$ cat config.mk
export PLATFORM = sky130hd
export DESIGN_NAME = centered_moving_average_zero_skip_unit
export DESIGN_NICKNAME = d
export VERILOG_FILES = /design/src/cmazs_pkg.sv /design/src/centered_moving_average_zero_skip_unit.sv /design/src/cmazs_cell.sv /design/src/cmazs_div.sv
export SDC_FILE = /design/constraint.sdc
export NUM_CORES = 2
export LEC_CHECK = 0
export BUFFER_PORTS_ARGS = -buffer_cell sky130_fd_sc_hd__buf_4
export CORE_MARGIN = 2
export CORE_UTILIZATION = 59
export CTS_BUF_LIST = sky130_fd_sc_hd__clkbuf_8
export DETAILED_ROUTE_END_ITERATION = 8
export GPL_TIMING_DRIVEN = 0
export HOLD_SLACK_MARGIN = 0.02
export PLACE_DENSITY = 0.78
export SETUP_SLACK_MARGIN = 0.05
export SYNTH_ARGS = -nofsm -noshare
export SYNTH_HDL_FRONTEND = slang
export SYNTH_SLANG_ARGS = --single-unit
export TNS_END_PERCENT = 20
$ cat constraint.sdc
create_clock -name clk -period 2.7 [get_ports clk]
set_clock_uncertainty 0.2 [all_clocks]
set_input_delay 0.54 -clock clk [delete_from_list [all_inputs] [get_ports clk]]
set_output_delay 0.54 -clock clk [all_outputs]
set_load 0.05 [all_outputs]
$ cat src/cmazs_pkg.sv
// Shared widths, register indexes and the divider request type for the moving-average unit.
package cmazs_pkg;

	localparam int SAMPLE_W   = 24;
	localparam int SUM_W      = 29;
	localparam int CNT_W      = 5;
	localparam int WS_W       = 5;
	localparam int QUO_W      = 28;
	localparam int REG_ADDR_W = 1;
	localparam int REG_DATA_W = 5;

	localparam logic [REG_ADDR_W-1:0] REG_WINDOW_SIZE = 1'd0;
	localparam logic [REG_ADDR_W-1:0] REG_SKIP_ZEROS  = 1'd1;

	localparam logic [WS_W-1:0] WINDOW_SIZE_RESET = 5'd3;

	typedef struct packed {
		logic             start;
		logic             neg;
		logic [QUO_W-1:0] mag;
		logic [CNT_W-1:0] den;
	} div_req_t;

endpackage

$ cat src/centered_moving_average_zero_skip_unit.sv
// Centered moving average over an odd window of Q8.16 samples, with optional zero skipping.
// One sample word in gives one smoothed word out, for the center of the window, i.e. half a
// window late. After a word is taken the history chain of MAX_WINDOW cells is rotated once
// around to add up the window, then a one-bit-per-cycle divider forms the quotient. The
// result word is placed once the division is done, or once the sum is done when skip_zeros
// is set and the center sample is zero (that word is zero and the divider does not run); the
// input opens for the next sample as the result word is placed. A stalled output holds the
// unit until the word leaves. A finished word waits in the output register while the next
// sample is already taken. The window size and skip_zeros registers are written through the
// cfg port, which is always ready; write them only while the unit is idle.
module centered_moving_average_zero_skip_unit #(
	parameter int MAX_WINDOW = 31
) (
	input  logic                             clk,
	input  logic                             arst_n,
	input  logic                             s_tvalid,
	output logic                             s_tready,
	input  logic [23:0]                      s_tdata,  // [23:0] sample_in
	output logic                             m_tvalid,
	input  logic                             m_tready,
	output logic [23:0]                      m_tdata,  // [23:0] smoothed
	input  logic                             cfg_valid,
	output logic                             cfg_ready,
	input  logic [cmazs_pkg::REG_ADDR_W-1:0] cfg_addr,
	input  logic [cmazs_pkg::REG_DATA_W-1:0] cfg_data
);
	import cmazs_pkg::*;

	localparam int AW = $clog2(MAX_WINDOW + 1);
	localparam int CW = (AW > WS_W) ? AW : WS_W;
	localparam logic [CW-1:0] LIM =
		CW'(((MAX_WINDOW % 2) == 0) ? (MAX_WINDOW - 1) : MAX_WINDOW);

	typedef enum logic [2:0] {ST_IDLE, ST_ACC, ST_START, ST_DIV, ST_OUT} state_t;

	state_t              state_q;
	logic [WS_W-1:0]     ws_q;
	logic                skip_cfg_q;
	logic [WS_W-1:0]     w_q;
	logic                skip_q;
	logic [AW-1:0]       age_q;
	logic signed [SUM_W-1:0] sum_q;
	logic [CNT_W-1:0]    cnt_q;
	logic                cz_q;
	logic                m_tvalid_q;
	logic [SAMPLE_W-1:0] m_tdata_q;

	logic                accept;
	logic                shift_en;
	logic [SAMPLE_W-1:0] chain_in;
	logic [SAMPLE_W-1:0] cell_q [MAX_WINDOW];
	logic [SAMPLE_W-1:0] tail;
	logic [WS_W-1:0]     w_raw;
	logic [WS_W-1:0]     w_eff;
	logic                in_win;
	logic                at_center;
	logic                take;
	logic                out_free;
	div_req_t            div_req;
	logic                div_done;
	logic [SAMPLE_W-1:0] div_quo;
	logic [SUM_W-1:0]    sum_abs;

	assign accept    = s_tvalid && s_tready;
	assign s_tready  = (state_q == ST_IDLE);
	assign cfg_ready = 1'b1;
	assign out_free  = !m_tvalid_q || m_tready;

	// effective window: at least 1, odd, within the chain
	assign w_raw = (ws_q == '0) ? WS_W'(1) : (ws_q | WS_W'(1));
	assign w_eff = (CW'(w_raw) > LIM) ? LIM[WS_W-1:0] : w_raw;

	// new sample enters at the head; during the sum the tail wraps to the head
	assign shift_en = accept || (state_q == ST_ACC);
	assign chain_in = (state_q == ST_IDLE) ? s_tdata : tail;
	assign tail     = cell_q[MAX_WINDOW-1];

	for (genvar i = 0; i < MAX_WINDOW; i++) begin : g_cell
		if (i == 0) begin : g_head
			cmazs_cell u_cell (.clk, .arst_n, .en(shift_en), .d(chain_in), .q(cell_q[i]));
		end else begin : g_body
			cmazs_cell u_cell (.clk, .arst_n, .en(shift_en), .d(cell_q[i-1]), .q(cell_q[i]));
		end
	end

	// the tail shows the sample of age age_q
	assign in_win    = CW'(age_q) < CW'(w_q);
	assign at_center = CW'(age_q) == CW'(w_q >> 1);
	assign take      = in_win && (!skip_q || (tail != '0));

	assign sum_abs = sum_q[SUM_W-1] ? SUM_W'(-sum_q) : SUM_W'(sum_q);

	always_comb begin
		div_req.start = (state_q == ST_START) && !(skip_q && cz_q);
		div_req.neg   = sum_q[SUM_W-1];
		div_req.mag   = sum_abs[QUO_W-1:0];
		div_req.den   = cnt_q;
	end

	cmazs_div u_div (.clk, .arst_n, .req(div_req), .done(div_done), .quo(div_quo));

	always_ff @(posedge clk or negedge arst_n) begin
		if (!arst_n) begin
			state_q    <= ST_IDLE;
			m_tvalid_q <= 1'b0;
			ws_q       <= WINDOW_SIZE_RESET;
			skip_cfg_q <= 1'b0;
			age_q      <= '0;
		end else begin
			if (cfg_valid && cfg_ready) begin
				unique case (cfg_addr)
					REG_WINDOW_SIZE: ws_q       <= cfg_data[WS_W-1:0];
					REG_SKIP_ZEROS:  skip_cfg_q <= cfg_data[0];
					default: ;
				endcase
			end
			// in the output state the word is replaced instead
			if (m_tvalid_q && m_tready && (state_q != ST_OUT)) begin
				m_tvalid_q <= 1'b0;
			end
			unique case (state_q)
				ST_IDLE: begin
					if (accept) begin
						age_q   <= AW'(MAX_WINDOW - 1);
						state_q <= ST_ACC;
					end
				end
				ST_ACC: begin
					age_q <= age_q - 1'b1;
					if (age_q == '0) begin
						state_q <= ST_START;
					end
				end
				ST_START: begin
					state_q <= (skip_q && cz_q) ? ST_OUT : ST_DIV;
				end
				ST_DIV: begin
					if (div_done) begin
						state_q <= ST_OUT;
					end
				end
				ST_OUT: begin
					if (out_free) begin
						m_tvalid_q <= 1'b1;
						state_q    <= ST_IDLE;
					end
				end
				default: state_q <= ST_IDLE;
			endcase
		end
	end

	always_ff @(posedge clk) begin
		if (accept) begin
			w_q    <= w_eff;
			skip_q <= skip_cfg_q;
			sum_q  <= '0;
			cnt_q  <= '0;
			cz_q   <= 1'b0;
		end else if (state_q == ST_ACC) begin
			if (take) begin
				sum_q <= sum_q + SUM_W'(signed'(tail));
				cnt_q <= cnt_q + 1'b1;
			end
			if (at_center && (tail == '0)) begin
				cz_q <= 1'b1;
			end
		end
		if ((state_q == ST_OUT) && out_free) begin
			m_tdata_q <= (skip_q && cz_q) ? '0 : div_quo;
		end
	end

	assign m_tvalid = m_tvalid_q;
	assign m_tdata  = m_tdata_q;

endmodule

$ cat src/cmazs_cell.sv
// One history cell of the sample chain: loads its neighbor's sample when the chain moves.
module cmazs_cell (
	input  logic                          clk,
	input  logic                          arst_n,
	input  logic                          en,
	input  logic [cmazs_pkg::SAMPLE_W-1:0] d,
	output logic [cmazs_pkg::SAMPLE_W-1:0] q
);
	import cmazs_pkg::*;

	logic [SAMPLE_W-1:0] sample_q;

	always_ff @(posedge clk or negedge arst_n) begin
		if (!arst_n) begin
			sample_q <= '0;
		end else if (en) begin
			sample_q <= d;
		end
	end

	assign q = sample_q;

endmodule

$ cat src/cmazs_div.sv
// Serial restoring divider: one quotient bit per cycle, sign applied at the end.
module cmazs_div (
	input  logic                           clk,
	input  logic                           arst_n,
	input  cmazs_pkg::div_req_t            req,
	output logic                           done,
	output logic [cmazs_pkg::SAMPLE_W-1:0] quo
);
	import cmazs_pkg::*;

	localparam int STEP_W = $clog2(QUO_W);

	logic                busy_q;
	logic                done_q;
	logic [STEP_W-1:0]   step_q;
	logic [QUO_W-1:0]    dvd_q;
	logic [CNT_W-1:0]    rem_q;
	logic [CNT_W-1:0]    den_q;
	logic                neg_q;
	logic [CNT_W:0]      trial;
	logic                fits;
	logic [SAMPLE_W-1:0] mag_lo;

	assign trial = {rem_q, dvd_q[QUO_W-1]};
	assign fits  = trial >= {1'b0, den_q};

	always_ff @(posedge clk or negedge arst_n) begin
		if (!arst_n) begin
			busy_q <= 1'b0;
			done_q <= 1'b0;
			step_q <= '0;
		end else begin
			done_q <= 1'b0;
			if (req.start) begin
				busy_q <= 1'b1;
				step_q <= STEP_W'(QUO_W - 1);
			end else if (busy_q) begin
				step_q <= step_q - 1'b1;
				if (step_q == '0) begin
					busy_q <= 1'b0;
					done_q <= 1'b1;
				end
			end
		end
	end

	always_ff @(posedge clk) begin
		if (req.start) begin
			dvd_q <= req.mag;
			den_q <= req.den;
			neg_q <= req.neg;
			rem_q <= '0;
		end else if (busy_q) begin
			// shift in the next dividend bit, subtract when the divisor fits
			rem_q <= fits ? CNT_W'(trial - {1'b0, den_q}) : trial[CNT_W-1:0];
			dvd_q <= {dvd_q[QUO_W-2:0], fits};
		end
	end

	assign mag_lo = dvd_q[SAMPLE_W-1:0];
	assign quo    = neg_q ? SAMPLE_W'(-mag_lo) : mag_lo;
	assign done   = done_q;

endmodule

Word-level counts from Yosys, hierarchy flattened
Cells that the tools add are included.
W data, S select, Z words.
- order comparisons: 3
- bitwise logic cells: 1
- equal/unequal tests: 10
- multiplexer cells: 26
- reduce and logical (&&, ||, !) cells: 28
- add/sub/neg operators: 7
- operator list (operator ; number):
    $mux W28 ; 3
    $mux W24 ; 2
    $add A29 B24 Y29 ; 1
    $neg A28 Y28 ; 1
    $mux W5 ; 5
    $logic_not A24 Y1 ; 1
    $neg A24 Y24 ; 1
    $reduce_bool A24 Y1 ; 1
    $logic_not A5 Y1 ; 3
    $mux W3 ; 5
    $pmux W3 S5 ; 1
    $pmux W5 S2 ; 1
    $reduce_and A2 Y1 ; 5
    $sub A5 B1 Y5 const B ; 2
    $mux W1 ; 9
    $logic_and A1 B1 Y1 ; 8
    $eq A3 B2 Y1 const B ; 2
    $ge A6 B5 Y1 ; 1
    $add A5 B1 Y5 const B ; 1
    $eq A5 B4 Y1 ; 1
    $gt A5 B5 Y1 const B ; 1
    $lt A5 B5 Y1 ; 1
    $sub A5 B5 Y5 ; 1
    $ne A2 B1 Y1 const B ; 2
    other kinds (10) ; 16
- input bits: 35
- output and inout port bits: 27
- logic and storage cells: 124
- register bits after elaboration: 870

Depth between registers and ports, before layout
- depth after elaboration: 5
- gate-level depth with buffers: 10
- gate-level depth less buffers: 10

Hierarchy
From an unflattened synthesis, not the netlist that was laid out.
- cells, all modules: 2384
- area, all modules: 38916.1 µm²
- by module, submodules not included (module ; cells each ; times used ; area each (µm²)):
    cmazs_cell ; 51 ; 31 ; 997.2
    centered_moving_average_zero_skip_unit ; 573 ; 1 ; 5370.2
    cmazs_div ; 230 ; 1 ; 2632.5

Worst setup path after synthesis
Ideal clock, no wire load.
- path kind: register to register
- from: register u_div.dvd_q[4]
- to: register m_tdata_q[19], in the netlist m_tdata[19], data pin
- cell stages (with the launch flop): 8
- setup slack: -0.117 ns
- library setup time: 0.266 ns
- arrival: 2.352 ns
- clock period less this slack: 2.817 ns
- buffers on the path: 0
- path through: edfxtp_1 -> or4_1 -> or2_4 -> or4_4 -> or2_4 -> o41ai_4 -> xor2_1 -> nor2_1
- cells in the longest elaborated chain, start to end: 2
- ends and longest elaborated chain (element ; line ; RTL):
    start: declaration ; cmazs_div.sv:16 ; logic [QUO_W-1:0] dvd_q;
    start signal: assignment ; cmazs_div.sv:49 ; dvd_q <= req.mag;
    start signal: assignment ; cmazs_div.sv:56 ; dvd_q <= {dvd_q[QUO_W-2:0], fits};
    $neg A24 Y24 ; cmazs_div.sv:61 ; assign quo = neg_q ? SAMPLE_W'(-mag_lo) : mag_lo;
    $mux W24 ; cmazs_div.sv:61 ;
    end signal: assignment ; centered_moving_average_zero_skip_unit.sv:170 ; m_tdata_q <= (skip_q && cz_q) ? '0 : div_quo;
    end: declaration ; centered_moving_average_zero_skip_unit.sv:46 ; logic [SAMPLE_W-1:0] m_tdata_q;
Every way passes these cells.
A chain may end at the register's enable or synchronous reset.

Final worst setup path
- from: register u_div.dvd_q[6]
- to: register m_tdata_q[17], in the netlist m_tdata[17], data pin
Same word-level chain as after synthesis.

==> results_dict.tcl <==
set metrics [dict create \
    portBuffers 60 \
    slew_headroom_pct 50.1 \
    pwr-share-comb_pct 30.0 \
    synthArstFlopShare_pct 88.1 \
    crit_fanout 5 \
    setup_ws_ns -0.199 \
    num_vias 20400 \
    die-width_um 248 \
    synth_nets 2542 \
    dp_slack_ns -1.35 \
    synth_ff_type "dfrtp_1" \
    peakVddDrop_uv 698 \
    viasPerCell 5.62 \
    startpoint_type "flip-flop" \
    dieArea_mm2 0.0616 \
    crit_type "flip-flop to flip-flop" \
    track_usage_pct 24.1 \
    p_leak_nw 20.4 \
    cts_made_buffers 139 \
    rsz0062_at_grt "true" \
    cts-htree-levels 4 \
    fin_util_pct 69.6 \
    cts_root_buf "clkbuf_8" \
    syn_area_mm2 0.0352 \
    grt_pass1_wl_um 116000 \
    worst-endpoint-arrival_ns 3.22 \
    pin_count 62 \
    grt_max_degree 132 \
    clk_pin_slew_ns 0.07 \
    synth_seq_area_share_pct 62.0 \
    endpoint_kind "flip-flop" \
    hold_class "input port to asynchronous set/reset pin" \
    synth-edff-count 63 \
    syn_avg_cell_area_um2 14.3 \
    ys_types 67 \
    whs_ns -0.524 \
    internal-power_w 0.0282 \
    slew_violations 0 \
    yosysWarnings 0 \
    drive_gt1_share_pct 42.4 \
    nFillCells 3951 \
    die_y_um 248 \
    num_antenna_cells 0 \
    drc 0 \
    cts_tree "yes" \
    ys_seq_elements 868 \
    grt_pass1_vias 21700 \
    netlist_top_cells_area "dfrtp_1 (54%), mux2_2 (23%), edfxtp_1 (5.4%)" \
    cts.sinks 868 \
    fmax_mhz 345 \
    setup_tns_ns -1.04 \
    finalCritPeriodShare_pct 107 \
    place.gp.congestion 0.877 \
    rrSetupSlack_ns -0.20 \
    net-switching-power_w 0.0136 \
    wire_per_inst_um 19.9 \
    sw_frac_of_total_pct 32.5 \
    drt-initial-drc-count 1051 \
    max_cap_viol_count 0 \
    cp.required_ns 3.02 \
    final_nets 2832 \
    first_pass_iters 7 \
    pwr-share-clk_pct 27.2 \
    grt_overflow 0 \
    holdBufCountCts 35 \
    rows 89 \
    violations "negative hold slack, negative setup slack" \
    power_frac_seq_pct 42.8 \
    pwr_density_cell_mw_per_mm2 1020 \
    clk_path_buf_depth 3 \
    antenna_found_initial 0 \
    layout_min_cycle_time_ns 2.90 \
    hold_violations 89 \
    core_area_mm2 0.0590 \
    synth_top_area_share_pct 54.3 \
    tightest_slew_ns 0.748 \
    setup_violations 8 \
    area_delta_synth_final_pct 16.7 \
    clock_latency_ns 0.79 \
    final_cell_mix "dfrtp_1 (751), mux2_2 (725), clkbuf_8 (175), nand2_1 (125), buf_4 (110)" \
    status "finished with violations" \
    ant_nets 0 \
    synth_cells 2461 \
    start_util_pct 59.6 \
    final_common_cell "dfrtp_1" \
    dp_hpwl_um 48300 \
    drt_wl_total_um 72100 \
    yosysTopAreaCell "dfrtp_1" \
]
==> through the flow <==
step / cells / instance area (um^2) / total power [W]
floorplan: 2461 / 35200 / 0.0262
global placement: 3294 / 36600 / 0.0290
detailed placement: 3301 / 36800 / 0.0295
CTS: 3591 / 40400 / 0.0414
global route: 3627 / 41100 / 0.0441
finish: 3627 / 41100 / 0.0417
==> sequential cells by signal, summed over array words and instances, names as in the netlist, 5 cells and up <==
| signal | count |
|---|---|
| u_div.step_q | 5 |
| cnt_q | 5 |
| u_div.den_q | 5 |
| g_cell.g_head.u_cell.q | 24 |
| u_div.dvd_q | 28 |
| age_q | 5 |
| g_cell.g_body.u_cell.q | 720 |
| m_tdata | 24 |
| sum_q | 29 |
| u_div.rem_q | 5 |
==> area by class of cell <==
type | instances | area, um^2 | area share, %
clock inverter | 69 | 449 | 1.09
tap | 773 | 967 | 2.36
sequential | 868 | 21900 | 53.3
clock buffer | 175 | 2410 | 5.86
timing repair buffer | 156 | 1430 | 3.49
buffer | 116 | 548 | 1.33
inverter | 30 | 114 | 0.277
multi-input combinational | 1440 | 13300 | 32.3
==> cell families (layout without fill, tap and decap cells) <==
logic type | after synthesis | count (layout) | synth area share (%)
buffers and inverters | 153 | 546 | 1.64
XOR/XNOR | 82 | 82 | 2.04
multiplexers | 762 | 762 | 24.2
flip-flops | 868 | 868 | 62.0
other | 1 | 1 | 0.0107
AND/OR/NAND/NOR | 312 | 312 | 4.14
adder cells (fa/ha/maj) | 46 | 46 | 1.68
AO/OA/AOI/OAI | 237 | 237 | 4.21
==> power by group through the flow <==
stage / logic (W) / registers, W / clock network [W]
after global routing: 0.0136 / 0.0182 / 0.0123
after global placement: 0.0111 / 0.0178 / 0
final: 0.0125 / 0.0179 / 0.0114
after CTS: 0.0120 / 0.0178 / 0.0116
after detailed placement: 0.0116 / 0.0179 / 0
after floorplan: 0.00898 / 0.0173 / 0
==> routing by layer <==
layer  track usage, %  up-vias  wire (um)
met5                0        -          0
met4             8.44        0       2050
met3             5.27      157       3770
met2             39.6      503      35200
met1             31.7    10400      31100
li1                 -     9356          -
==> what timing repair did <==
action	4_1_cts	5_1_grt
setup buffers	14	39
endpoints found under the setup margin	839	396
gates cloned	0	1
pin swaps	14	36
gates resized for setup	113	98
hold endpoints to repair	120	89
==> synthesized netlist by cell type (5+ instances only) <==
master / number
a211oi_1: 11
a21oi_1: 47
o21a_1: 10
clkbuf_1: 112
or4_1: 5
xnor2_1: 25
dfrtp_1: 764
nand2_1: 128
or3_1: 10
xor2_1: 57
o211ai_1: 5
nor4_1: 11
inv_1: 28
o21ai_0: 98
a21o_1: 13
nand4_1: 7
nand2b_1: 7
nand3_1: 9
nor3_1: 19
nor2_1: 78
mux2_2: 725
nand3b_1: 5
mux2i_1: 37
o31ai_1: 13
nor2b_1: 8
dfxtp_1: 40
ha_1: 44
buf_1: 10
a31oi_1: 8
edfxtp_1: 63
==> path summary, 6_finish.rpt <==
kind	to	startpoint	cells after the start
setup / recovery	m_tdata[17]	u_div.dvd_q[6]	7
hold / removal	u_div.step_q[4]	arst_n	1
setup reg to reg	m_tdata[17]	u_div.dvd_q[6]	7
hold reg to reg	u_div.den_q[4]	cnt_q[4]	0
max in group asynchronous	g_cell[15].g_body.u_cell.q[22]	arst_n	5
min in group clk	state_q[1]	s_tvalid	4
==> critical path, stage by stage, from the launching register on <==
cell and delay [ns]:
edfxtp_1 0.39, or4_4 0.56, or2_4 0.27, or4_4 0.44, or2_4 0.29, o21ai_0 0.25, xor2_1 0.18, nor2_1 0.06
(Power assumes the default switching activity.)
